===== config.mk =====
export PLATFORM = sky130hd
export DESIGN_NAME = sector_cache_fifo_tags
export DESIGN_NICKNAME = d
export VERILOG_FILES = /design/src/sv/scft_pkg.sv /design/src/sv/sector_cache_fifo_tags.sv /design/src/sv/scft_ram.sv
export SDC_FILE = /design/constraint.sdc
export NUM_CORES = 2
export LEC_CHECK = 0
export ABC_AREA = 0
export ABC_CLOCK_PERIOD_IN_PS = 16300
export BUFFER_PORTS_ARGS = -buffer_cell sky130_fd_sc_hd__buf_2
export CAP_MARGIN = 5
export CORE_ASPECT_RATIO = 1.2
export CORE_UTILIZATION = 50
export CTS_BUF_LIST = sky130_fd_sc_hd__clkbuf_8
export DETAILED_ROUTE_END_ITERATION = 7
export GPL_ROUTABILITY_DRIVEN = 0
export PLACE_DENSITY = 0.67
export SETUP_SLACK_MARGIN = 0.2
export SKIP_CTS_REPAIR_TIMING = 1
export SLEW_MARGIN = 20
export SYNTH_ARGS = -nofsm -noshare
export SYNTH_HDL_FRONTEND = slang
export SYNTH_HIERARCHICAL = 1
export SYNTH_SLANG_ARGS = --single-unit

===== constraint.sdc =====
create_clock -name i_clk -period 16.3 [get_ports i_clk]
set_input_delay 2.445 -clock i_clk [delete_from_list [all_inputs] [get_ports i_clk]]
set_output_delay 2.445 -clock i_clk [all_outputs]
set_load 0.05 [all_outputs]

===== src/sv/scft_pkg.sv =====
package scft_pkg;

    localparam int DEF_ENTRIES = 16;
    localparam int MAX_RESULTS = 16;
    localparam int FOUND_W     = $clog2(MAX_RESULTS + 1);

    localparam int KIND_W   = 3;
    localparam int DRIVE_W  = 8;
    localparam int SECTOR_W = 32;
    localparam int STATUS_W = 2;
    localparam int SLOT_W   = 4;
    localparam int REQ_W    = 2;
    localparam int TAG_W    = DRIVE_W + SECTOR_W;

    localparam logic [STATUS_W-1:0] ST_OK         = 2'd0;
    localparam logic [STATUS_W-1:0] ST_NOT_CACHED = 2'd1;
    localparam logic [STATUS_W-1:0] ST_RANGE      = 2'd2;

    localparam logic [REQ_W-1:0] REQ_NONE  = 2'd0;
    localparam logic [REQ_W-1:0] REQ_WBACK = 2'd1;
    localparam logic [REQ_W-1:0] REQ_FILL  = 2'd2;

    typedef enum logic [KIND_W-1:0] {
        K_OPEN     = 3'd0,
        K_READ     = 3'd1,
        K_WRITE    = 3'd2,
        K_FLUSH1   = 3'd3,
        K_FLUSHALL = 3'd4
    } t_kind;

    typedef enum logic [2:0] {
        S_IDLE,
        S_LOOK,
        S_VICT_RD,
        S_VICT,
        S_FLUSH
    } t_state;

    typedef struct packed {
        logic [STATUS_W-1:0] status;
        logic [SLOT_W-1:0]   slot;
        logic                hit;
        logic [REQ_W-1:0]    request;
        logic [DRIVE_W-1:0]  req_drive;
        logic [SECTOR_W-1:0] req_sector;
        logic                last;
    } t_result;

    function automatic t_result mk_res(
        input logic [STATUS_W-1:0] status,
        input logic [SLOT_W-1:0]   slot,
        input logic                hit,
        input logic [REQ_W-1:0]    request,
        input logic [DRIVE_W-1:0]  req_drive,
        input logic [SECTOR_W-1:0] req_sector,
        input logic                last
    );
        t_result r;
        r.status     = status;
        r.slot       = slot;
        r.hit        = hit;
        r.request    = request;
        r.req_drive  = req_drive;
        r.req_sector = req_sector;
        r.last       = last;
        return r;
    endfunction

endpackage


===== src/sv/sector_cache_fifo_tags.sv =====
// Tag and replacement engine of a fully associative disk sector cache with
// round-robin (FIFO) eviction. A command is taken when start is high and busy
// is low; its results come out one per strobe on o_valid, each shown for one
// cycle only, and o_last marks the final one. The receiver cannot stall: every
// strobed result must be captured. Tags live in one RAM with a registered read
// port and the lookup walks it one entry per cycle. Flush all walks the occupied
// slots oldest first, one per cycle; at most 16 write-backs are given per
// command. Other kinds give no result. sector_limit is written through the cfg
// channel, which is ready whenever busy is low.
module sector_cache_fifo_tags #(
    parameter int ENTRIES = scft_pkg::DEF_ENTRIES
) (
    input  logic                           i_clk,
    input  logic                           i_rst_n,
    input  logic                           start,
    output logic                           busy,
    input  logic [scft_pkg::KIND_W-1:0]    i_kind,
    input  logic [scft_pkg::DRIVE_W-1:0]   i_drive,
    input  logic [scft_pkg::SECTOR_W-1:0]  i_sector,
    input  logic                           i_cfg_valid,
    output logic                           o_cfg_ready,
    input  logic [scft_pkg::SECTOR_W-1:0]  i_cfg_data,
    output logic                           o_valid,
    output logic [scft_pkg::STATUS_W-1:0]  o_status,
    output logic [scft_pkg::SLOT_W-1:0]    o_slot,
    output logic                           o_hit,
    output logic [scft_pkg::REQ_W-1:0]     o_request,
    output logic [scft_pkg::DRIVE_W-1:0]   o_req_drive,
    output logic [scft_pkg::SECTOR_W-1:0]  o_req_sector,
    output logic                           o_last
);

    import scft_pkg::*;

    localparam int IDX_W = (ENTRIES > 1) ? $clog2(ENTRIES) : 1;
    localparam int CNT_W = $clog2(ENTRIES + 1);
    localparam logic [IDX_W-1:0]   LAST_IDX = IDX_W'(ENTRIES - 1);
    localparam logic [CNT_W-1:0]   ENT_CNT  = CNT_W'(ENTRIES);
    localparam logic [FOUND_W-1:0] MAX_RES  = FOUND_W'(MAX_RESULTS);

    t_state                r_state, n_state;
    t_kind                 r_kind, n_kind;
    logic [DRIVE_W-1:0]    r_drive, n_drive;
    logic [SECTOR_W-1:0]   r_sector, n_sector;
    logic [SECTOR_W-1:0]   r_limit, n_limit;
    logic [ENTRIES-1:0]    r_valid, n_valid;
    logic [ENTRIES-1:0]    r_filled, n_filled;
    logic [ENTRIES-1:0]    r_dirty, n_dirty;
    logic [CNT_W-1:0]      r_used, n_used;
    logic [IDX_W-1:0]      r_oldest, n_oldest;
    logic [CNT_W-1:0]      r_idx, n_idx;
    logic                  r_cmp_vld, n_cmp_vld;
    logic [IDX_W-1:0]      r_cmp_idx, n_cmp_idx;
    logic [IDX_W-1:0]      r_j, n_j;
    logic [FOUND_W-1:0]    r_found, n_found;
    logic                  r_pend_vld, n_pend_vld;
    t_result               r_pend, n_pend;
    logic                  r_res_valid, n_res_valid;
    t_result               r_res, n_res;

    logic                  ram_we;
    logic [IDX_W-1:0]      ram_waddr;
    logic [TAG_W-1:0]      ram_wdata;
    logic [IDX_W-1:0]      ram_raddr;
    logic [TAG_W-1:0]      ram_rdata;
    logic [DRIVE_W-1:0]    rd_drive;
    logic [SECTOR_W-1:0]   rd_sector;

    logic                  cfg_we;
    logic                  look_issue;
    logic [IDX_W-1:0]      look_addr;
    logic                  match;
    logic                  flush_issue;
    logic                  flush_hit;
    logic [IDX_W-1:0]      j_next;
    logic [IDX_W-1:0]      oldest_next;
    logic [IDX_W-1:0]      alloc_idx;

    scft_ram #(
        .WIDTH (TAG_W),
        .DEPTH (ENTRIES),
        .AW    (IDX_W)
    ) u_tags (
        .i_clk   (i_clk),
        .i_we    (ram_we),
        .i_waddr (ram_waddr),
        .i_wdata (ram_wdata),
        .i_raddr (ram_raddr),
        .o_rdata (ram_rdata)
    );

    assign rd_drive    = ram_rdata[SECTOR_W +: DRIVE_W];
    assign rd_sector   = ram_rdata[SECTOR_W-1:0];
    assign busy        = (r_state != S_IDLE);
    assign o_cfg_ready = !busy;
    assign cfg_we      = i_cfg_valid && o_cfg_ready;
    assign look_issue  = (r_idx < ENT_CNT);
    assign look_addr   = look_issue ? r_idx[IDX_W-1:0] : '0;
    assign match       = r_valid[r_cmp_idx] && (ram_rdata == {r_drive, r_sector});
    assign flush_issue = (r_idx < r_used) && (r_found < MAX_RES);
    assign flush_hit   = r_valid[r_j] && r_dirty[r_j];
    assign j_next      = (r_j == LAST_IDX) ? '0 : r_j + 1'b1;
    assign oldest_next = (r_oldest == LAST_IDX) ? '0 : r_oldest + 1'b1;
    assign alloc_idx   = look_issue ? '0 : r_used[IDX_W-1:0];

    always_ff @(posedge i_clk) begin
        if (!i_rst_n) begin
            r_state     <= S_IDLE;
            r_limit     <= '1;
            r_valid     <= '0;
            r_filled    <= '0;
            r_dirty     <= '0;
            r_used      <= '0;
            r_oldest    <= '0;
            r_idx       <= '0;
            r_cmp_vld   <= 1'b0;
            r_found     <= '0;
            r_pend_vld  <= 1'b0;
            r_res_valid <= 1'b0;
        end else begin
            r_state     <= n_state;
            r_limit     <= n_limit;
            r_valid     <= n_valid;
            r_filled    <= n_filled;
            r_dirty     <= n_dirty;
            r_used      <= n_used;
            r_oldest    <= n_oldest;
            r_idx       <= n_idx;
            r_cmp_vld   <= n_cmp_vld;
            r_found     <= n_found;
            r_pend_vld  <= n_pend_vld;
            r_res_valid <= n_res_valid;
        end
    end

    always_ff @(posedge i_clk) begin
        r_kind    <= n_kind;
        r_drive   <= n_drive;
        r_sector  <= n_sector;
        r_cmp_idx <= n_cmp_idx;
        r_j       <= n_j;
        r_pend    <= n_pend;
        r_res     <= n_res;
    end

    always_comb begin
        n_state     = r_state;
        n_kind      = r_kind;
        n_drive     = r_drive;
        n_sector    = r_sector;
        n_limit     = r_limit;
        n_valid     = r_valid;
        n_filled    = r_filled;
        n_dirty     = r_dirty;
        n_used      = r_used;
        n_oldest    = r_oldest;
        n_idx       = r_idx;
        n_cmp_vld   = 1'b0;
        n_cmp_idx   = r_cmp_idx;
        n_j         = r_j;
        n_found     = r_found;
        n_pend_vld  = r_pend_vld;
        n_pend      = r_pend;
        n_res_valid = 1'b0;
        n_res       = r_res;
        ram_we      = 1'b0;
        ram_waddr   = alloc_idx;
        ram_wdata   = {r_drive, r_sector};
        ram_raddr   = '0;

        if (cfg_we) begin
            n_limit = i_cfg_data;
        end

        unique case (r_state)
            S_IDLE: begin
                if (start) begin
                    n_kind     = t_kind'(i_kind);
                    n_drive    = i_drive;
                    n_sector   = i_sector;
                    n_idx      = '0;
                    n_found    = '0;
                    n_pend_vld = 1'b0;
                    n_j        = r_oldest;
                    unique case (i_kind) inside
                        K_OPEN, K_READ, K_WRITE, K_FLUSH1: n_state = S_LOOK;
                        K_FLUSHALL:                        n_state = S_FLUSH;
                        default:                           n_state = S_IDLE;
                    endcase
                end
            end

            S_LOOK: begin
                ram_raddr = look_addr;
                n_cmp_vld = look_issue;
                n_cmp_idx = look_addr;
                if (look_issue) begin
                    n_idx = r_idx + 1'b1;
                end
                if (r_cmp_vld && match) begin
                    n_state     = S_IDLE;
                    n_res_valid = 1'b1;
                    n_res = mk_res(ST_OK, SLOT_W'(r_cmp_idx), 1'b1, REQ_NONE, '0, '0, 1'b1);
                    unique case (r_kind)
                        K_READ: begin
                            if (!r_filled[r_cmp_idx]) begin
                                n_filled[r_cmp_idx] = 1'b1;
                                n_res = mk_res(ST_OK, SLOT_W'(r_cmp_idx), 1'b0, REQ_FILL,
                                               r_drive, r_sector, 1'b1);
                            end
                        end
                        K_WRITE: begin
                            n_dirty[r_cmp_idx]  = 1'b1;
                            n_filled[r_cmp_idx] = 1'b1;
                        end
                        K_FLUSH1: begin
                            if (r_dirty[r_cmp_idx]) begin
                                n_dirty[r_cmp_idx] = 1'b0;
                                n_res = mk_res(ST_OK, SLOT_W'(r_cmp_idx), 1'b1, REQ_WBACK,
                                               r_drive, r_sector, 1'b1);
                            end
                        end
                        default: ;
                    endcase
                end else if (r_cmp_vld && (r_cmp_idx == LAST_IDX)) begin
                    n_state     = S_IDLE;
                    n_res_valid = 1'b1;
                    if (r_kind != K_OPEN) begin
                        n_res = mk_res(ST_NOT_CACHED, '0, 1'b0, REQ_NONE, '0, '0, 1'b1);
                    end else if (r_sector >= r_limit) begin
                        n_res = mk_res(ST_RANGE, '0, 1'b0, REQ_NONE, '0, '0, 1'b1);
                    end else if (r_used < ENT_CNT) begin
                        ram_we              = 1'b1;
                        n_used              = r_used + 1'b1;
                        n_valid[alloc_idx]  = 1'b1;
                        n_filled[alloc_idx] = 1'b0;
                        n_dirty[alloc_idx]  = 1'b0;
                        n_res = mk_res(ST_OK, SLOT_W'(alloc_idx), 1'b0, REQ_NONE,
                                       '0, '0, 1'b1);
                    end else begin
                        n_res_valid = 1'b0;
                        n_state     = S_VICT_RD;
                    end
                end
            end

            S_VICT_RD: begin
                ram_raddr = r_oldest;
                n_state   = S_VICT;
            end

            S_VICT: begin
                ram_we             = 1'b1;
                ram_waddr          = r_oldest;
                n_valid[r_oldest]  = 1'b1;
                n_filled[r_oldest] = 1'b0;
                n_dirty[r_oldest]  = 1'b0;
                n_oldest           = oldest_next;
                n_state            = S_IDLE;
                n_res_valid        = 1'b1;
                if (r_valid[r_oldest] && r_dirty[r_oldest]) begin
                    n_res = mk_res(ST_OK, SLOT_W'(r_oldest), 1'b0, REQ_WBACK,
                                   rd_drive, rd_sector, 1'b1);
                end else begin
                    n_res = mk_res(ST_OK, SLOT_W'(r_oldest), 1'b0, REQ_NONE,
                                   '0, '0, 1'b1);
                end
            end

            S_FLUSH: begin
                ram_raddr = r_j;
                n_cmp_idx = r_j;
                if (flush_issue) begin
                    n_idx     = r_idx + 1'b1;
                    n_j       = j_next;
                    n_cmp_vld = flush_hit;
                    if (flush_hit) begin
                        n_dirty[r_j] = 1'b0;
                        n_found      = r_found + 1'b1;
                    end
                end
                if (r_cmp_vld) begin
                    // hold the newest write-back until the next one proves it is not last
                    if (r_pend_vld) begin
                        n_res_valid = 1'b1;
                        n_res       = r_pend;
                    end
                    n_pend_vld = 1'b1;
                    n_pend = mk_res(ST_OK, SLOT_W'(r_cmp_idx), 1'b0, REQ_WBACK,
                                    rd_drive, rd_sector, 1'b0);
                end else if (!flush_issue) begin
                    n_state     = S_IDLE;
                    n_res_valid = 1'b1;
                    n_pend_vld  = 1'b0;
                    if (r_pend_vld) begin
                        n_res      = r_pend;
                        n_res.last = 1'b1;
                    end else begin
                        n_res = mk_res(ST_OK, '0, 1'b0, REQ_NONE, '0, '0, 1'b1);
                    end
                end
            end
        endcase
    end

    assign o_valid      = r_res_valid;
    assign o_status     = r_res.status;
    assign o_slot       = r_res.slot;
    assign o_hit        = r_res.hit;
    assign o_request    = r_res.request;
    assign o_req_drive  = r_res.req_drive;
    assign o_req_sector = r_res.req_sector;
    assign o_last       = r_res.last;

    a_last_ends_cmd: assert property (@(posedge i_clk) disable iff (!i_rst_n)
        o_valid |-> (o_last == !busy))
        else $error("result last flag disagrees with command state");

    a_used_bound: assert property (@(posedge i_clk) disable iff (!i_rst_n)
        r_used <= ENT_CNT)
        else $error("used count beyond entries");

    a_oldest_fill: assert property (@(posedge i_clk) disable iff (!i_rst_n)
        (r_used != ENT_CNT) |-> (r_oldest == '0))
        else $error("replacement pointer moved before cache full");

    a_found_bound: assert property (@(posedge i_clk) disable iff (!i_rst_n)
        r_found <= MAX_RES)
        else $error("too many write-backs in one flush");

    a_error_single: assert property (@(posedge i_clk) disable iff (!i_rst_n)
        (o_valid && (o_status != ST_OK)) |-> (o_last && (o_request == REQ_NONE)))
        else $error("error result with request or not last");

endmodule


===== src/sv/scft_ram.sv =====
module scft_ram #(
    parameter int WIDTH = scft_pkg::TAG_W,
    parameter int DEPTH = scft_pkg::DEF_ENTRIES,
    parameter int AW    = (DEPTH > 1) ? $clog2(DEPTH) : 1
) (
    input  logic             i_clk,
    input  logic             i_we,
    input  logic [AW-1:0]    i_waddr,
    input  logic [WIDTH-1:0] i_wdata,
    input  logic [AW-1:0]    i_raddr,
    output logic [WIDTH-1:0] o_rdata
);

    logic [WIDTH-1:0] r_mem [DEPTH];
    logic [WIDTH-1:0] r_rdata;

    always_ff @(posedge i_clk) begin
        if (i_we) begin
            r_mem[i_waddr] <= i_wdata;
        end
        r_rdata <= r_mem[i_raddr];
    end

    assign o_rdata = r_rdata;

endmodule


* Word-level counts from Yosys, hierarchy flattened
Memory sizes are Yosys's and may differ from the RTL's. A register that Yosys moved wholly into a read port is not among the register bits.
Cells that the tools add are included.
** Operators by class
- Reduce and logical (&&, ||, !) cells :: 34
- Add/subtract/negate cells :: 5
- Multiplexer cells :: 109
- Bitwise operators :: 17
- Eq/ne operators :: 37
- Magnitude comparators :: 13
** Operators with widths (count)
- $mux 50 :: 8
- $mux 16 :: 19
- $pmux 50 s3 :: 1
- $pmux 16 s2 :: 4
- $and 16x16->16 :: 6
- $pmux 44 s2 :: 1
- $mux 42 :: 2
- $not 16->16 :: 4
- $or 16x16->16 :: 4
- $mux 48 :: 1
- $pmux 16 s3 :: 1
- $mux 44 :: 1
- $eq 40x40->1 :: 1
- $ge 32x32->1 :: 1
- $mux 1 :: 29
- $bmux 1 s4 :: 7
- $mux 4 :: 7
- $mux 5 :: 5
- $ne 2x2->1 const B :: 11
- $lt 4x5->1 const B :: 4
- $eq 3x2->1 const B :: 6
- $ne 3x3->1 const B :: 6
- $demux 1 s4 :: 4
- $ge 4x1->1 const B :: 4
- 34 further kinds :: 78
** Storage, ports and cells
- Input port bits :: 79
- Logic and storage cells :: 243
- Memories :: 1
- Bits in registers :: 250
- Output and inout port bits :: 53
- Memory bits (writable) :: 640
** Memory list
- u_tags.r_mem :: words 16, width 40, rd ports 1, clocked after Yosys merged registers in 1, wr ports 1, RTL line scft_ram.sv:14 : logic [WIDTH-1:0] r_mem [DEPTH];

* Logic depth before layout (Yosys ltp)
- Depth after elaboration :: 14
- Mapped depth :: 13

* Hierarchy
The synthesis kept the hierarchy.
** By module, submodules not included
- scft_ram :: area an instance 25131.6 um^2, sequential area each 20019.2 um^2, cells each 1040, instances 1
- sector_cache_fifo_tags :: area an instance 13066.3 um^2, sequential area each 6456.2 um^2, cells each 1345, instances 1

* Worst setup path before layout
OpenSTA, ideal clock, no wires.
- Kind :: reg2reg
- Start :: register r_sector[0]
- End :: memory u_tags/r_mem[0][0] (netlist bit) (enable)
- Stages on the path, launching flop included :: 13
- Path buffers :: 1
- Arrival :: 6.239 ns
- Period minus slack after synthesis :: 6.726 ns
- Data required time :: 15.813 ns
- Setup slack :: 9.574 ns
- Cell sequence :: edfxtp_1 inv_1 ha_1 nand2b_1 a2111oi_2 and4b_1 a2111o_1 a211oi_2 nand4_1 clkbuf_1 nand2_1 or3b_2 nor3_1
** Between the ends
- Word-level cells in the longest chain between the ends :: 8
- Elaborated cells between the ends (all ways) :: 11
- Classes of those cells :: order compare (1); eq/ne (1); mux (7); reduce/logical (2)
** Ends and longest elaborated chain
- start: declaration :: RTL line sector_cache_fifo_tags.sv:44 : logic [SECTOR_W-1:0] r_sector, n_sector;
- start signal: assignment :: RTL line sector_cache_fifo_tags.sv:139 : r_sector <= n_sector;
- $ge 32x32->1 :: RTL line sector_cache_fifo_tags.sv:230 : end else if (r_sector >= r_limit) begin
- $mux 1 :: RTL line sector_cache_fifo_tags.sv:230
- $mux 1 :: RTL line sector_cache_fifo_tags.sv:228 : if (r_kind != K_OPEN) begin
- $mux 1 :: RTL line sector_cache_fifo_tags.sv:225 : end else if (r_cmp_vld && (r_cmp_idx == LAST_IDX)) begin
- $mux 1 * :: RTL line sector_cache_fifo_tags.sv:200 : if (r_cmp_vld && match) begin
- $pmux 1 s2 * :: RTL line sector_cache_fifo_tags.sv:175 : unique case (r_state)
- via ram_we :: RTL line sector_cache_fifo_tags.sv:61 : logic ram_we;
- $mux 1 * :: RTL line scft_ram.sv:18 : if (i_we) begin
- $mux 1 (implied by the code) * :: RTL line scft_ram.sv:19 : r_mem[i_waddr] <= i_wdata;
- end: declaration :: RTL line scft_ram.sv:14
Mark *: on every way through the listed nets, which the timed path passes. The rest lies on a longest branch.

* Final worst setup path
- Start :: register r_sector[0]
- End :: memory u_tags/r_mem[2][3] (netlist bit) (enable)
Same word-level chain as after synthesis.

==> impl_results.md <==
- CTS Buf Count: between 100 and 150
- TritonCTS clock tree: built
- Starting Density: 50.7%
- Worst Path Arrival: just under 7 ns
- Avg Synthesized Cell Area: around 16 µm²
- Maxcap violations: 0
- P_leak: ~15 nW
- Post-synth EDFFs: 785
- Synth top area share: about three fifths
- Status: finished clean
- Fmax: 157 MHz
- Slew HR: 25.4%
- Worst Path Required: 16.74 ns
- Setup Crit Path Kind: reg -> reg
- Clock power frac: 40.2%
- Sequential Power Share: 55.5%
- Setup violators final: 0
- Pins Over Slew Limit: 0
- Die height: 305 µm
- Clock Tree Buf Depth: 3
- CP startpoint kind: flip-flop
- CTS HTree Levels: 4
- Final Skew: 0.0348 ns
- Ys flop type: edfxtp_1
- Synth top cells by count: edfxtp_1 (785), nand2_1 (284), dfxtp_1 (145), mux4_2 (123), nor2_1 (122)
- Most frequent cell after synthesis: edfxtp_1
- Final nets: 2726
- Reg2Reg Setup Slack: 9.92 ns
- Drt drc: 0
- Sw Pwr: 1.10 mW
- First-pass GRT wire length: 152000 µm
- Syn Std Cell Area: 38200 µm²
- Comb power frac: 4.2%
- Die area: 77500 µm²
- Buffers on Ports: 131
- Post-synthesis mux area share: between 10% and 20%
- Synth top area cells: edfxtp_1 (62%), dfxtp_1 (7.6%), mux4_2 (7.3%)
- CTS Sinks: 930
- Syn Inst Count: between 2000 and 2500
- Post-synthesis sequential area ratio: 69.3%
- Flops & latches, synth: 930
- Setup TNS: 0 ns
- Layout cell share with drive strength beyond 1: 20.5%
- Core ar.: 75300 µm²
- 1st-iter DRT viols: 3125
- FF-to-FF Start: r_sector[0]
- Sw Ratio: 23.0%
- Compound-Gate Fraction of Synth Area: 7.41%
- Ys async rst share: 0%
- Clock transition at path regs: ~0.060 ns
- Internal power: 3.67 mW
- Clock Latency Late Sink: 0.82 ns
- Vias in the first global route: between 20000 and 25000
- Adder-cell share of the synthesized area: 1.54%
- Hold/Removal Path Class: reg -> reg
- Number of synthesis warnings: 6
- Gr usage total: 27.0%
- Maximum vdd ir drop: between 0.00007 and 0.00008 V
- GRT overflow: 0
- First-pass DRT Iterations: 8
- Vias/cell: 6.31
- Num ports: 132
- Unrepaired setup endpoints after global routing: no
- Die width: 254 µm
- Syn-to-layout area delta: 12.4%
- Clk root buf: clkbuf_8
- Fin crit period: 6.38 ns
- Fill cell count: 5808
- Crit path launch: r_sector[0]
- Dpl hpwl: 62200 µm
- Crit path capture type: flip-flop
- Fin crit share: 39.1%
- Slew at the pin with the worst max-slew slack: 1.12 ns
- Synth cell types: 76
- Crit-path max FO: 22
- Post-layout util: a little under three fifths
- Net Count, Synth: 2511
- Simple-gate share of the synthesized area: 6.89%
- Avg WL per Cell: roughly 28 µm
- Initial antenna violation count: 2
- Final Hold Viols: 0
- Largest family of logic cells by synthesized area: multiplexers
- Pwr per Cell Area: 111 nW/µm²
- Xor and xnor area share after synthesis: less than 1%
- Largest net degree at the start of global routing: 88
- Total Wirelength: 103000 µm
- Post-route ant nets: 0
- Vias: 23500
- Yosys top cell by area: edfxtp_1
- Rows: 110
- HP Start: u_tags/o_rdata[34]
-- layer usage --
| metal | share of wire [%] | GRT usage (%) | routed length [µm] | vias up |
|---|---|---|---|---|
| li1 | - | - | - | 9899 |
| met1 | 38 | 36.4 | 39500 | 11800 |
| met2 | 48 | 42.7 | 49600 | 1498 |
| met3 | 9.9 | 5.65 | 10300 | 307 |
| met4 | 3.8 | 11.0 | 3890 | 0 |
| met5 | 0 | 0 | 0 | - |
-- layout by cell type (no fill, tap or decap), drive strengths merged, types with 43 or more instances in the layout --
master / count
edfxtp: 785
o21ai: 43
inv: 132
buf: 192
nand2: 286
nor2: 122
dfxtp: 145
a21oi: 73
mux4: 183
a22oi: 121
ha: 47
clkbuf: 161
-- registers in the layout, summed over array words and instances, names as in the netlist, 16 cells and up, named ones only --
| name | count |
|---|---|
| o_req_sector | 32 |
| r_filled | 16 |
| r_limit | 32 |
| r_pend | 44 |
| r_sector | 32 |
| r_valid | 16 |
| u_tags/o_rdata | 40 |
| u_tags/r_mem | 640 |
-- worst max-delay path, cell delays in order, from the launching register on --
cell	delay (ns)
edfxtp_1	0.74
inv_1	0.14
ha_1	0.32
nand2b_1	0.18
a2111oi_2	0.42
and4b_1	0.26
a2111o_1	0.46
a211oi_2	0.47
nand4_1	0.80
nand2_1	0.42
or3b_2	0.60
nor2_4	0.67
buf_4	0.51
-- final timing paths --
check,to,depth (start not counted)
setup reg to reg,u_tags/r_mem[2][3],12
hold reg to reg,r_pend[35],0
setup / recovery,u_tags/r_mem[2][3],12
hold / removal,r_pend[35],0
-- cell type report --
cell class                 count  area [µm²]  share of cell area, %
antenna                        1        2.50                0.00583
clock buffer                 161        2220                   5.16
clock inverter               111         656                   1.53
inverter                      63         249                  0.580
multi-input combinational   1266       11000                   25.5
sequential                   930       26500                   61.7
tap                         1008        1260                   2.94
timing repair buffer         192        1110                   2.59
-- per-stage QoR --
step                      cell area (µm²)  power [mW]  setup slack [ns]  cells  hold WS (ns)
after global routing                42900        4.91              9.73   3732         0.482
after detailed placement            40100        2.90              9.74   3459         0.469
after global placement              40100        2.89              9.98   3459         0.460
after CTS                           42900        4.80              9.74   3731         0.474
after floorplan                     38200        2.81              9.57   2385         0.421
final                               42900        4.77              9.92   3732         0.481
-- power by group through the flow --
| stage | registers (mW) | clock network [mW] | logic [mW] |
|---|---|---|---|
| 2_1_floorplan | 2.71 | 0 | 0.0979 |
| 3_3_place_gp | 2.69 | 0 | 0.196 |
| 3_5_place_dp | 2.70 | 0 | 0.199 |
| 4_1_cts | 2.65 | 1.95 | 0.200 |
| 5_1_grt | 2.65 | 2.05 | 0.214 |
| 6_report | 2.65 | 1.92 | 0.201 |
-- cells by family (layout without fill, tap and decap cells) --
family / Yosys count / after routing
AOI/OAI and AO/OA: 403 / 403
xor gates and xnor gates: 43 / 43
adders and majority gates: 47 / 47
buffers and inverters: 189 / 527
DFF: 930 / 930
muxes: 185 / 185
other: 0 / 1
and+or+nand+nor: 588 / 588
Note: power is estimated with default switching activity, not from simulation.
